$ cat config.mk
export PLATFORM = sky130hd
export DESIGN_NAME = sensor_value_conditioner
export DESIGN_NICKNAME = d
export VERILOG_FILES = /design/src/design/svc_pkg.sv /design/src/design/svc_div.sv /design/src/design/svc_datapath.sv /design/src/design/svc_ctrl.sv /design/src/design/sensor_value_conditioner.sv
export SDC_FILE = /design/constraint.sdc
export NUM_CORES = 2
export LEC_CHECK = 0
export BUFFER_PORTS_ARGS = -buffer_cell sky130_fd_sc_hd__buf_2
export CAP_MARGIN = 20
export CORE_UTILIZATION = 40
export CTS_BUF_LIST = sky130_fd_sc_hd__clkbuf_8
export CTS_CLUSTER_DIAMETER = 120
export CTS_CLUSTER_SIZE = 8
export DETAILED_ROUTE_END_ITERATION = 10
export GPL_TIMING_DRIVEN = 1
export HOLD_SLACK_MARGIN = 0.12
export PLACE_DENSITY = 0.62
export RECOVER_POWER = 100
export SLEW_MARGIN = 20
export SYNTH_ARGS = -nofsm -noshare
export SYNTH_HDL_FRONTEND = slang
export SYNTH_SLANG_ARGS = --single-unit
export TNS_END_PERCENT = 100
$ cat constraint.sdc
create_clock -name clk -period 12 [get_ports clk]
set_input_delay 2.4 -clock clk [delete_from_list [all_inputs] [get_ports clk]]
set_output_delay 2.4 -clock clk [all_outputs]
set_load 0.02 [all_outputs]
$ cat src/design/svc_pkg.sv
// svc_pkg: shared types and constants for the sensor value conditioner.
// Register indexes, controller states, command and status structs.
// No dependencies.
`timescale 1ns / 1ps
`default_nettype none
package svc_pkg;

    localparam int IDX_W = 3;
    localparam int VAL_W = 32;
    localparam int GAIN_W = 16;
    localparam int CNT_W = 16;
    localparam int WRAP_W = 34;
    localparam int MUL_A_W = 33;
    localparam int MUL_B_W = 17;
    localparam int PROD_W = MUL_A_W + MUL_B_W;
    localparam int NUM_W = 49;
    localparam int DEN_W = 32;
    localparam int ITER_W = $clog2(NUM_W + 1);
    localparam int OUT_DATA_W = 136;

    localparam logic signed [VAL_W-1:0] DEFAULT_VALUE_C = 32'sd0;

    localparam logic [IDX_W-1:0] REG_GAIN          = 3'd0;
    localparam logic [IDX_W-1:0] REG_OFFSET        = 3'd1;
    localparam logic [IDX_W-1:0] REG_MIN_ALLOWED   = 3'd2;
    localparam logic [IDX_W-1:0] REG_MAX_ALLOWED   = 3'd3;
    localparam logic [IDX_W-1:0] REG_AVERAGE_COUNT = 3'd4;
    localparam logic [IDX_W-1:0] REG_ALARM_LOW     = 3'd5;
    localparam logic [IDX_W-1:0] REG_ALARM_HIGH    = 3'd6;
    localparam logic [IDX_W-1:0] REG_MODE_FLAGS    = 3'd7;

    typedef enum logic [3:0] {
        ST_IDLE,
        ST_CLEAR,
        ST_MUL_GAIN,
        ST_LIMIT,
        ST_WRAP_GO,
        ST_WRAP_WAIT,
        ST_WRAP_FIX,
        ST_DECIDE,
        ST_FIRST,
        ST_MUL_AVG,
        ST_AVG_PREP,
        ST_AVG_GO,
        ST_AVG_WAIT,
        ST_UPDATE,
        ST_PUBLISH
    } state_t;

    typedef struct packed {
        logic load_in;
        logic clear;
        logic mul_gain;
        logic limit;
        logic div_start;
        logic wrap_fix;
        logic first;
        logic mul_avg;
        logic avg_prep;
        logic update;
        logic publish;
    } cmd_t;

    typedef struct packed {
        logic is_clear;
        logic wrap_needed;
        logic div_done;
        logic primed;
        logic out_free;
    } status_t;

endpackage
`default_nettype wire

$ cat src/design/svc_div.sv
// svc_div: iterative restoring divider, one quotient bit per cycle.
// Depends on svc_pkg.
`timescale 1ns / 1ps
`default_nettype none
module svc_div
    import svc_pkg::*;
(
    input  wire logic              clk,
    input  wire logic              rst_n,
    input  wire logic              start,
    input  wire logic [NUM_W-1:0]  num,
    input  wire logic [DEN_W-1:0]  den,
    output logic                   done,
    output logic [NUM_W-1:0]       quo,
    output logic [DEN_W-1:0]       rem
);

    logic              busy_reg, busy_next;
    logic [ITER_W-1:0] cnt_reg, cnt_next;
    logic [NUM_W-1:0]  quo_reg, quo_next;
    logic [DEN_W-1:0]  rem_reg, rem_next;
    logic [DEN_W:0]    trial;
    logic [DEN_W:0]    diff;

    always_comb
    begin
        trial     = {rem_reg, quo_reg[NUM_W-1]};
        diff      = trial - {1'b0, den};
        busy_next = busy_reg;
        cnt_next  = cnt_reg;
        quo_next  = quo_reg;
        rem_next  = rem_reg;
        if (start)
        begin
            busy_next = 1'b1;
            cnt_next  = ITER_W'(NUM_W);
            quo_next  = num;
            rem_next  = '0;
        end
        else if (busy_reg && cnt_reg != '0)
        begin
            cnt_next = cnt_reg - 1'b1;
            if (trial >= {1'b0, den})
            begin
                rem_next = diff[DEN_W-1:0];
                quo_next = {quo_reg[NUM_W-2:0], 1'b1};
            end
            else
            begin
                rem_next = trial[DEN_W-1:0];
                quo_next = {quo_reg[NUM_W-2:0], 1'b0};
            end
        end
    end

    always_ff @(posedge clk or negedge rst_n)
    begin
        if (!rst_n)
        begin
            busy_reg <= 1'b0;
            cnt_reg  <= '0;
        end
        else
        begin
            busy_reg <= busy_next;
            cnt_reg  <= cnt_next;
        end
    end

    always_ff @(posedge clk)
    begin
        quo_reg <= quo_next;
        rem_reg <= rem_next;
    end

    assign done = busy_reg && (cnt_reg == '0);
    assign quo  = quo_reg;
    assign rem  = rem_reg;

endmodule
`default_nettype wire

$ cat src/design/svc_datapath.sv
// svc_datapath: configuration registers, shared multiplier, limiter, wrap
// and average arithmetic, state and output register. Depends on svc_pkg, svc_div.
`timescale 1ns / 1ps
`default_nettype none
module svc_datapath
    import svc_pkg::*;
#(
    parameter logic signed [VAL_W-1:0] DEFAULT_VALUE = DEFAULT_VALUE_C
)
(
    input  wire logic                  clk,
    input  wire logic                  rst_n,
    input  wire cmd_t                  cmd,
    output status_t                    status,
    input  wire logic                  in_mode,
    input  wire logic [VAL_W-1:0]      in_sample,
    input  wire logic                  cfg_we,
    input  wire logic [IDX_W-1:0]      cfg_index,
    input  wire logic [VAL_W-1:0]      cfg_data,
    output logic                       out_valid,
    input  wire logic                  out_ready,
    output logic [OUT_DATA_W-1:0]      out_data
);

    logic signed [GAIN_W-1:0] gain_reg;
    logic signed [VAL_W-1:0]  offset_reg, lo_reg, hi_reg, al_low_reg, al_high_reg;
    logic [CNT_W-1:0]         n_reg;
    logic [1:0]               flags_reg;

    logic                     clear_reg;
    logic signed [VAL_W-1:0]  sample_reg;
    logic signed [PROD_W-1:0] prod_reg;
    logic signed [VAL_W-1:0]  val_reg;
    logic                     wrap_low_reg, wrap_need_reg, neg_reg;
    logic [NUM_W-1:0]         num_reg;
    logic [DEN_W-1:0]         den_reg;
    logic signed [WRAP_W-1:0] wrap_reg;
    logic                     changed_reg;

    logic signed [VAL_W-1:0]  avg_reg, min_reg, max_reg;
    logic                     primed_reg, alarm_reg;

    logic                     out_valid_reg;
    logic [OUT_DATA_W-1:0]    out_data_reg;

    logic                     div_done;
    logic [NUM_W-1:0]         div_quo;
    logic [DEN_W-1:0]         div_rem;

    // shared multiplier
    logic signed [MUL_A_W-1:0] mul_a;
    logic signed [MUL_B_W-1:0] mul_b;
    logic signed [PROD_W-1:0]  mul_p;
    logic [CNT_W-1:0]          n_eff;

    assign n_eff = (n_reg == '0) ? CNT_W'(1) : n_reg;

    always_comb
    begin
        if (cmd.mul_avg)
        begin
            mul_a = MUL_A_W'(avg_reg);
            mul_b = $signed({1'b0, n_eff - 1'b1});
        end
        else
        begin
            mul_a = MUL_A_W'(sample_reg) + MUL_A_W'(offset_reg);
            mul_b = MUL_B_W'(gain_reg);
        end
        mul_p = mul_a * mul_b;
    end

    // limiter
    logic signed [PROD_W-1:0] sh;
    logic signed [VAL_W-1:0]  sat_v;
    logic signed [VAL_W:0]    span;
    logic                     circ;
    logic                     use_wrap;

    assign circ = flags_reg[0];
    assign span = (VAL_W+1)'(hi_reg) - (VAL_W+1)'(lo_reg);
    assign use_wrap = circ && (span > 0);

    always_comb
    begin
        sh = prod_reg >>> 8;
        if (&sh[PROD_W-1:VAL_W-1] || ~|sh[PROD_W-1:VAL_W-1])
            sat_v = sh[VAL_W-1:0];
        else if (sh[PROD_W-1])
            sat_v = {1'b1, {(VAL_W-1){1'b0}}};
        else
            sat_v = {1'b0, {(VAL_W-1){1'b1}}};
    end

    // wrap correction
    logic [WRAP_W-1:0]        k_u;
    logic                     rz;
    logic signed [VAL_W:0]    wrap_val;

    always_comb
    begin
        rz  = (div_rem == '0);
        k_u = rz ? div_quo[WRAP_W-1:0] : div_quo[WRAP_W-1:0] + 1'b1;
        if (wrap_low_reg)
            wrap_val = rz ? (VAL_W+1)'(lo_reg)
                          : (VAL_W+1)'(lo_reg) + span - $signed({1'b0, div_rem});
        else
            wrap_val = rz ? (VAL_W+1)'(hi_reg)
                          : (VAL_W+1)'(hi_reg) - span + $signed({1'b0, div_rem});
    end

    // average
    logic signed [PROD_W-1:0] avg_sum;
    logic [PROD_W-1:0]        avg_mag;
    logic signed [VAL_W-1:0]  nv;
    logic                     al_on;

    always_comb
    begin
        avg_sum = prod_reg + PROD_W'(val_reg);
        avg_mag = avg_sum[PROD_W-1] ? PROD_W'(-avg_sum) : PROD_W'(avg_sum);
        nv = neg_reg ? VAL_W'(-div_quo[VAL_W-1:0]) : div_quo[VAL_W-1:0];
        if (circ && (al_high_reg < al_low_reg))
            al_on = (nv >= al_high_reg) && (nv < al_low_reg);
        else
            al_on = (nv >= al_high_reg) || (nv < al_low_reg);
    end

    svc_div u_div (
        .clk   (clk),
        .rst_n (rst_n),
        .start (cmd.div_start),
        .num   (num_reg),
        .den   (den_reg),
        .done  (div_done),
        .quo   (div_quo),
        .rem   (div_rem)
    );

    // configuration
    always_ff @(posedge clk or negedge rst_n)
    begin
        if (!rst_n)
        begin
            gain_reg    <= 16'sd256;
            offset_reg  <= '0;
            lo_reg      <= {1'b1, {(VAL_W-1){1'b0}}};
            hi_reg      <= {1'b0, {(VAL_W-1){1'b1}}};
            n_reg       <= CNT_W'(1);
            al_low_reg  <= {1'b1, {(VAL_W-1){1'b0}}};
            al_high_reg <= {1'b0, {(VAL_W-1){1'b1}}};
            flags_reg   <= '0;
        end
        else if (cfg_we)
        begin
            unique case (cfg_index)
                REG_GAIN:          gain_reg    <= cfg_data[GAIN_W-1:0];
                REG_OFFSET:        offset_reg  <= cfg_data;
                REG_MIN_ALLOWED:   lo_reg      <= cfg_data;
                REG_MAX_ALLOWED:   hi_reg      <= cfg_data;
                REG_AVERAGE_COUNT: n_reg       <= cfg_data[CNT_W-1:0];
                REG_ALARM_LOW:     al_low_reg  <= cfg_data;
                REG_ALARM_HIGH:    al_high_reg <= cfg_data;
                REG_MODE_FLAGS:    flags_reg   <= cfg_data[1:0];
                default:           flags_reg   <= flags_reg;
            endcase
        end
    end

    // working registers
    always_ff @(posedge clk)
    begin
        if (cmd.load_in)
        begin
            clear_reg   <= in_mode;
            sample_reg  <= in_sample;
            wrap_reg    <= '0;
            changed_reg <= 1'b0;
        end
        if (cmd.mul_gain || cmd.mul_avg)
            prod_reg <= mul_p;
        if (cmd.limit)
        begin
            wrap_need_reg <= 1'b0;
            wrap_low_reg  <= 1'b0;
            num_reg       <= '0;
            den_reg       <= span[DEN_W-1:0];
            val_reg       <= sat_v;
            if (use_wrap)
            begin
                if (sat_v < lo_reg)
                begin
                    wrap_need_reg <= 1'b1;
                    wrap_low_reg  <= 1'b1;
                    num_reg <= NUM_W'((VAL_W+1)'(lo_reg) - (VAL_W+1)'(sat_v));
                end
                else if (sat_v > hi_reg)
                begin
                    wrap_need_reg <= 1'b1;
                    num_reg <= NUM_W'((VAL_W+1)'(sat_v) - (VAL_W+1)'(hi_reg));
                end
            end
            else if (sat_v <= lo_reg)
                val_reg <= lo_reg;
            else if (sat_v >= hi_reg)
                val_reg <= hi_reg;
        end
        if (cmd.wrap_fix)
        begin
            val_reg  <= wrap_val[VAL_W-1:0];
            wrap_reg <= wrap_low_reg ? WRAP_W'(-k_u) : WRAP_W'(k_u);
        end
        if (cmd.avg_prep)
        begin
            neg_reg <= avg_sum[PROD_W-1];
            num_reg <= avg_mag[NUM_W-1:0];
            den_reg <= DEN_W'(n_eff);
        end
        if (cmd.clear)
            changed_reg <= (avg_reg != DEFAULT_VALUE);
        if (cmd.first)
            changed_reg <= (avg_reg != val_reg);
        if (cmd.update)
            changed_reg <= (nv != avg_reg);
    end

    // conditioner state
    always_ff @(posedge clk or negedge rst_n)
    begin
        if (!rst_n)
        begin
            avg_reg    <= DEFAULT_VALUE;
            min_reg    <= DEFAULT_VALUE;
            max_reg    <= DEFAULT_VALUE;
            primed_reg <= 1'b0;
            alarm_reg  <= 1'b0;
        end
        else if (cmd.clear)
        begin
            avg_reg    <= DEFAULT_VALUE;
            min_reg    <= DEFAULT_VALUE;
            max_reg    <= DEFAULT_VALUE;
            primed_reg <= 1'b0;
            alarm_reg  <= 1'b0;
        end
        else if (cmd.first)
        begin
            avg_reg    <= val_reg;
            min_reg    <= val_reg;
            max_reg    <= val_reg;
            primed_reg <= 1'b1;
        end
        else if (cmd.update)
        begin
            if (nv != avg_reg)
            begin
                avg_reg <= nv;
                if (flags_reg[1])
                    alarm_reg <= al_on;
            end
            if (val_reg < min_reg)
                min_reg <= val_reg;
            if (val_reg > max_reg)
                max_reg <= val_reg;
        end
    end

    // output register
    always_ff @(posedge clk or negedge rst_n)
    begin
        if (!rst_n)
            out_valid_reg <= 1'b0;
        else if (cmd.publish)
            out_valid_reg <= 1'b1;
        else if (out_ready)
            out_valid_reg <= 1'b0;
    end

    always_ff @(posedge clk)
    begin
        if (cmd.publish)
            out_data_reg <= {4'b0000, changed_reg, alarm_reg, wrap_reg,
                             max_reg, min_reg, avg_reg};
    end

    assign out_valid = out_valid_reg;
    assign out_data  = out_data_reg;

    always_comb
    begin
        status.is_clear    = clear_reg;
        status.wrap_needed = wrap_need_reg;
        status.div_done    = div_done;
        status.primed      = primed_reg;
        status.out_free    = !out_valid_reg || out_ready;
    end

endmodule
`default_nettype wire

$ cat src/design/svc_ctrl.sv
// svc_ctrl: sequencing state machine for one item at a time.
// Depends on svc_pkg.
`timescale 1ns / 1ps
`default_nettype none
module svc_ctrl
    import svc_pkg::*;
(
    input  wire logic    clk,
    input  wire logic    rst_n,
    input  wire logic    in_valid,
    output logic         in_ready,
    input  wire status_t status,
    output cmd_t         cmd
);

    state_t state_reg, state_next;

    always_ff @(posedge clk or negedge rst_n)
    begin
        if (!rst_n)
            state_reg <= ST_IDLE;
        else
            state_reg <= state_next;
    end

    always_comb
    begin
        state_next = state_reg;
        unique case (state_reg)
            ST_IDLE:      if (in_valid) state_next = ST_MUL_GAIN;
            ST_MUL_GAIN:  state_next = status.is_clear ? ST_CLEAR : ST_LIMIT;
            ST_CLEAR:     state_next = ST_PUBLISH;
            ST_LIMIT:     state_next = ST_DECIDE;
            ST_DECIDE:
            begin
                if (status.wrap_needed)
                    state_next = ST_WRAP_GO;
                else if (status.primed)
                    state_next = ST_MUL_AVG;
                else
                    state_next = ST_FIRST;
            end
            ST_WRAP_GO:   state_next = ST_WRAP_WAIT;
            ST_WRAP_WAIT: if (status.div_done) state_next = ST_WRAP_FIX;
            ST_WRAP_FIX:  state_next = status.primed ? ST_MUL_AVG : ST_FIRST;
            ST_FIRST:     state_next = ST_PUBLISH;
            ST_MUL_AVG:   state_next = ST_AVG_PREP;
            ST_AVG_PREP:  state_next = ST_AVG_GO;
            ST_AVG_GO:    state_next = ST_AVG_WAIT;
            ST_AVG_WAIT:  if (status.div_done) state_next = ST_UPDATE;
            ST_UPDATE:    state_next = ST_PUBLISH;
            ST_PUBLISH:   if (status.out_free) state_next = ST_IDLE;
            default:      state_next = ST_IDLE;
        endcase
    end

    always_comb
    begin
        cmd      = '0;
        in_ready = 1'b0;
        unique case (state_reg)
            ST_IDLE:
            begin
                in_ready    = 1'b1;
                cmd.load_in = in_valid;
            end
            ST_MUL_GAIN:  cmd.mul_gain  = 1'b1;
            ST_CLEAR:     cmd.clear     = 1'b1;
            ST_LIMIT:     cmd.limit     = 1'b1;
            ST_WRAP_GO:   cmd.div_start = 1'b1;
            ST_WRAP_FIX:  cmd.wrap_fix  = 1'b1;
            ST_FIRST:     cmd.first     = 1'b1;
            ST_MUL_AVG:   cmd.mul_avg   = 1'b1;
            ST_AVG_PREP:  cmd.avg_prep  = 1'b1;
            ST_AVG_GO:    cmd.div_start = 1'b1;
            ST_UPDATE:    cmd.update    = 1'b1;
            ST_PUBLISH:   cmd.publish   = status.out_free;
            default:      cmd = '0;
        endcase
    end

endmodule
`default_nettype wire

$ cat src/design/sensor_value_conditioner.sv
// sensor_value_conditioner: top level, joins controller and datapath.
// Depends on svc_pkg, svc_ctrl, svc_datapath.
//
//  channel  ports                           beat contents
//  s_       s_tvalid s_tready s_tdata s_tuser   one reading or clear
//  m_       m_tvalid m_tready m_tdata           one conditioned result
//  cfg_     cfg_valid cfg_ready cfg_index cfg_data  one register write
//
// The 49-step shared divider runs once for the average and once for a wrap.
// Reset restores register defaults and empties the output register; the
// result holds on m_tdata while m_tready is low, and a new beat is taken
// while an earlier result still waits.
`timescale 1ns / 1ps
`default_nettype none
module sensor_value_conditioner
    import svc_pkg::*;
#(
    parameter logic signed [VAL_W-1:0] DEFAULT_VALUE = DEFAULT_VALUE_C
)
(
    input  wire logic                  clk,
    input  wire logic                  rst_n,
    input  wire logic                  s_tvalid,
    output logic                       s_tready,
    input  wire logic [31:0]           s_tdata,   // sample
    input  wire logic                  s_tuser,   // mode
    output logic                       m_tvalid,
    input  wire logic                  m_tready,
    // level, lowest, highest, wrap_count, alarm, level_changed, zero pad
    output logic [OUT_DATA_W-1:0]      m_tdata,
    input  wire logic                  cfg_valid,
    output logic                       cfg_ready,
    input  wire logic [IDX_W-1:0]      cfg_index,
    input  wire logic [VAL_W-1:0]      cfg_data
);

    cmd_t    cmd;
    status_t status;

    assign cfg_ready = 1'b1;

    svc_ctrl u_ctrl (
        .clk      (clk),
        .rst_n    (rst_n),
        .in_valid (s_tvalid),
        .in_ready (s_tready),
        .status   (status),
        .cmd      (cmd)
    );

    svc_datapath #(
        .DEFAULT_VALUE (DEFAULT_VALUE)
    ) u_dp (
        .clk       (clk),
        .rst_n     (rst_n),
        .cmd       (cmd),
        .status    (status),
        .in_mode   (s_tuser),
        .in_sample (s_tdata),
        .cfg_we    (cfg_valid && cfg_ready),
        .cfg_index (cfg_index),
        .cfg_data  (cfg_data),
        .out_valid (m_tvalid),
        .out_ready (m_tready),
        .out_data  (m_tdata)
    );

endmodule
`default_nettype wire
# After elaboration in Yosys (flattened, before gate mapping)
# Index checks and enable logic that the tools add are counted.
# word_totals
ff_bits	751
in_bits	73
out_inout_bits	139
# classes
add_sub_neg	16
mul	1
n_lt_le_gt_ge	11
n_eq_ne	28
muxes	81
n_reduce_logical	49
# ops
operator	count
2-to-1 mux 32 bit	24
2-to-1 mux 49 bit	8
2-to-1 mux 34 bit	4
< comparator 32 bit	4
subtractor 32 x 32 -> 33 bit	3
subtractor 32 bit	3
adder 32 bit	2
>= comparator 32 bit	2
greater-than comparator 32 bit	2
!= test 32 bit	2
case mux 4 bit (13 select lines)	1
adder 50 x 32 -> 50 bit	1
multiplier 33 x 17 -> 50 bit	1
negation 49 bit	1
2-to-1 mux 16 bit	3
adder 34 x 1 -> 34 bit (second input constant)	1
negation 34 bit	1
adder 32 x 32 -> 33 bit	1
>= comparator 33 x 32 -> 1 bit	1
greater-than comparator 33 x 1 -> 1 bit (second input constant)	1
2-to-1 mux 33 bit	1
<= comparator 32 bit	1
logical NOT 32 bit	1
negation 32 bit	1
other kinds (34)	116

# Depth between registers and ports, before layout
# depth
word_depth	10
mapped_depth	41
depth_no_buf	41

# Modules after synthesis
# A second synthesis with hierarchy kept.
# unflattened
hier_cells	7923
area_unflattened_um2	74585.3
# by_module_without_submodules
module	n_inst	cells_each	area_per_inst_um2	seq_area_each_um2
svc_datapath	1	7289	68465.7	18245.0
svc_div	1	568	5659.2	2287.2
svc_ctrl	1	64	449.2	100.1
sensor_value_conditioner	1	2	11.3	0.0

# Worst setup path after synthesis
# No wires, ideal clock.
# synth_timing
path_type	flip-flop to flip-flop
start	register u_dp.sample_reg[0]
end	register u_dp.prod_reg[46] (data pin)
setup_time_ps	260
t_arrival_ps	9199
required_ps	11740
slack_ps	2540
path_stages_with_launch	36
n_path_buf	1
period_less_slack_ps	9460
path_cell_list	edfxtp_1 > ha_1 > fa_1 > a21o_1 > a21oi_1 > o21bai_1 > a21oi_1 > o21ai_0 > a311oi_1 > o31ai_1 > a31o_2 > a211oi_1 > o21ai_0 > or3_1 > a21oi_1 > clkbuf_1 > nand2_1 > fa_1 > fa_1 > inv_1 > fa_1 > fa_1 > fa_1 > inv_1 > fa_1 > inv_1 > ha_1 > a21o_1 > a21o_1 > a21oi_1 > nor2b_1 > a211o_1 > o31a_1 > o31ai_1 > mux2i_1 > nand2_1
# synth_between
elab_chain_len	3
# synth_lines
element	line_no	text
from (decl)	svc_datapath.sv:31	logic signed [VAL_W-1:0] sample_reg;
from (signal assigned)	svc_datapath.sv:176	sample_reg <= in_sample;
adder 32 x 32 -> 33 bit	svc_datapath.sv:67	mul_a = MUL_A_W'(sample_reg) + MUL_A_W'(offset_reg);
2-to-1 mux 33 bit	svc_datapath.sv:60	if (cmd.mul_avg)
multiplier 33 x 17 -> 50 bit	svc_datapath.sv:70	mul_p = mul_a * mul_b;
named net u_dp.mul_p[46]	svc_datapath.sv:53	logic signed [PROD_W-1:0] mul_p;
to (signal assigned)	svc_datapath.sv:181	prod_reg <= mul_p;
to (decl)	svc_datapath.sv:32	logic signed [PROD_W-1:0] prod_reg;
# The timed path passes the listed nets, and every way through them passes these cells.
# A chain may end at the register's enable or synchronous reset.

# Worst setup path in the final report
# layout_timing
start	register u_ctrl.state_reg[2]
end	register u_dp.prod_reg[46] (data pin)
# layout_between
elab_chain_len	4
# layout_lines
element	line_no	text
from (decl)	svc_ctrl.sv:16	state_t state_reg, state_next;
from (signal assigned)	svc_ctrl.sv:23	state_reg <= state_next;
equality test 4 bit *	svc_ctrl.sv:61	unique case (state_reg)
2-to-1 mux 1 bit *	svc_ctrl.sv:61	
2-to-1 mux 33 bit or 2-to-1 mux 17 bit (tied branches)	svc_datapath.sv:60	
multiplier 33 x 17 -> 50 bit *	svc_datapath.sv:70	
named net u_dp.mul_p[46]	svc_datapath.sv:53	
# The timed path passes the listed nets; every way through them passes the cells marked *.

==> impl_results.md <==
- CTS Buf Count: between 100 and 150
- Final wirelength: around 280 mm
- Largest family of logic cells by synthesized area: adder cells
- Syn Std Cell Area: ~0.074 mm2
- Routed len/inst: around 27 um
- Max Slew Vio Count: ~1500
- Gr usage total: around 30%
- First drt pass iteration count: 7
- Mean Syn Cell Area: approximately 9 um2
- Reg clk slew, reported paths: about 0.09 ns
- Max reg flops: ~130
- Yosys top cell by area: fa_1
- Worst Path Required: 12.67 ns
- Failing checks: capacitance limit, slew limit
- Worst Path Arrival: ~12 ns
- Xor/xnor share of the synthesized area: 5.829%
- I/O pins: about 210
- Die width: about 430 um
- CP delay by family, top: adder cells
- CTS tree: yes
- RSZ-0062 raised after global routing: false
- Die area: 0.1860 mm2
- Iter 0 DRT Violations: 6158
- DRC: 0
- Fin crit period: approximately 11 ns
- Ys flop type: edfxtp_1
- Max-slew headroom: -270.4%
- Die height: ~430 um
- HP Class: reg -> reg
- Worst path max stage delay: roughly 1.3 ns
- Crit-path max FO: 31
- Antenna violations before repair: 35
- Clock Sinks: between 700 and 800
- P&R area growth vs syn: 7.309%
- Mux share of post-synthesis cell area: slightly below 5%
- Buffer and inverter count on the worst path: 7
- Area of the core: approximately 0.18 mm2
- Remaining global-route overflow: 0
- Yosys top cell area share: ~16%
- Sequential share of the synthesized area: about 28%
- NumNets Final: 9303
- ANT nets after route: 0
- First-pass GRT wire length: just over 400 mm
- Vias per cell: just under 6
- Skew-Pair Late Insertion Delay: 0.94 ns
- Max Cap Viol: 31
- CP max stage cell: clkbuf_1
- Synth unique cells: 101
- Peak Freq: 88.40 MHz
- Post-synthesis simple-gate area fraction: roughly 14%
- PostCTS Resize Cnt: 0
- Share of cells above drive strength 1: under 10%
- Yosys warns: 0
- #FFs+latches synth: around 750
- H-tree Lvls: 3
- Buffers on Ports: approximately 210
- Startpoint Class: register
- Gpl congestion: between 1 and 1.5
- Post-synthesis compound-gate area fraction: roughly 14%
- Post-synth EDFFs: between 300 and 400
- Status: finished, violations left
- Clock root buffer: clkbuf_8
- Hold Fails Final Rpt: 0
- Post-DP HPWL: between 200 and 250 mm
- FFs w/ async S/R, synth: slightly above 40%
- Hold Buf Count CTS: 0
- Vias in the first global route: slightly above 60000
- Period utilisation layout: 94.27%
- Initial core utilization: between 40% and 50%
- Top cells by area, synth: fa_1 16%, edfxtp_1 16%, ha_1 9.4%
- Setup violations, final: 0
- Adder-cell share of the synthesized area: between 20 and 30%
- CTS Buffer Depth: 3
- Post-CTS setup buffer count: 0
- Row cnt: approximately 160
- Worst-Margin Slew: about 5.6 ns
- Setup CP Type: reg -> reg
- CP Capture Type: register
- Cells after synthesis: 7976
- Vias: 61363
- Largest net degree at the start of global routing: between 80 and 90
- Clk_skew: about 0.11 ns
- Setup TNS: 0 ns
-- synth_stat cells, types with 14 or more instances --
library cell  count
clkbuf_1        299
o31ai_1          51
dfstp_2          66
inv_1          1009
nand3_1         119
xnor2_1         289
dfrtp_1         238
a21boi_0         20
nor2b_1         113
mux2_2          229
nor4_1           52
nor3_1          110
mux4_2           25
o221ai_1         22
o211ai_1         40
buf_1            26
and2_1           49
o21bai_1         52
and3_1           52
a211oi_1         56
a21o_1          212
a221oi_1         23
a2111oi_0        14
ha_1            553
nand2b_1         98
a21oi_1         467
or3_1            31
xor2_1          199
dfxtp_1          48
nand2_1         884
nor2_1          559
or2_2            28
fa_1            604
edfxtp_1        399
o21a_1           77
o21ai_0         336
o22ai_1          72
nand4_1          89
a31oi_1          64
mux2i_1          46
-- logic make-up after synthesis --
kind of cell,Yosys count
simple gates,2255
compound gates,1665
buf+inv,1356
fa+ha+maj,1158
flops,751
xor+xnor,489
mux,300
other cells,2
-- worst register-to-register path: cells and delay by family, from the launching register on --
kind	cells	cell delay [ns]
fa+ha+maj	7	3.46
compound gates	10	2.62
simple gates	7	2.11
buf+inv	7	1.87
flops	1	0.73
mux	1	0.26
-- metrics by stage --
stage	std cells	worst slack (ns)	hold slack, ns	utilization, %	cell area (um2)
global route	10636	0.2228	0.4240	43.19	79080
global placement	10430	1.445	0.4050	42.42	77650
floorplan	7979	2.540	0.4003	-	73740
CTS	10628	1.259	0.4189	43.44	79540
finish	10651	0.6872	0.4176	43.22	79120
detailed placement	10430	1.281	0.4045	42.42	77660
-- final timing paths --
path,from,depth (start not counted),slack [ns],end
max,u_ctrl.state_reg[2],32,0.69,u_dp.prod_reg[46]
min reg2reg,u_dp.wrap_reg[16],0,0.42,u_dp.out_data[112]
max in group asynchronous,rst_n,3,2.25,u_dp.min_reg[22]
min in group asynchronous,rst_n,1,3.52,u_dp.lo_reg[21]
min,u_dp.wrap_reg[16],0,0.42,u_dp.out_data[112]
max reg2reg,u_ctrl.state_reg[2],32,0.69,u_dp.prod_reg[46]
-- final cells by class --
| class | count | area (um2) |
|---|---|---|
| sequential | 751 | 20630 |
| multi-input combinational | 5872 | 48060 |
| clock buffer | 107 | 1473 |
| clock inverter | 91 | 406.6 |
| timing repair buffer | 331 | 1603 |
| inverter | 1012 | 3800 |
| antenna | 23 | 57.56 |
| tap | 2464 | 3083 |
| fill | 18237 | 104000 |
-- cell usage in the layout (no fill, tap or decap), types with 25 or more instances in the layout --
cell	netlist	routed
dfrtp_1	238	238
xor2_1	199	199
dfxtp_1	48	48
o22ai_1	72	72
o211ai_1	40	45
nor4_1	52	52
inv_1	1009	1091
or3_1	31	31
o21bai_1	52	52
nand2b_1	98	98
a31oi_1	64	62
buf_2	9	58
mux2i_1	46	45
o21a_1	77	77
mux2_2	229	229
a211oi_1	56	56
clkbuf_1	299	195
nor2b_1	113	112
nor3_1	110	109
dfstp_2	66	66
fa_1	604	604
and3_1	52	52
nand3_1	119	119
a21oi_1	467	464
edfxtp_1	399	399
o21ai_0	336	338
mux4_2	25	25
buf_4	5	76
o31ai_1	51	49
or2_2	28	25
nand2_1	884	882
and2_1	49	47
nand4_1	89	89
nor2_1	559	555
a21o_1	212	212
xnor2_1	289	288
clkbuf_8	0	107
ha_1	553	553
-- layer usage --
| layer | part of all wire, % | vias up | track usage (%) |
|---|---|---|---|
| met3 | 8.9 | 646 | 6.413 |
| met2 | 44 | 2868 | 46.39 |
| li1 | - | 27460 | - |
| met5 | 0.0081 | - | 0 |
| met4 | 6.8 | 4 | 17.56 |
| met1 | 41 | 30385 | 39.82 |
Power is left out: the tool's default activity adds up to more than one toggle a clock period on the data nets, which glitch-free logic cannot reach.
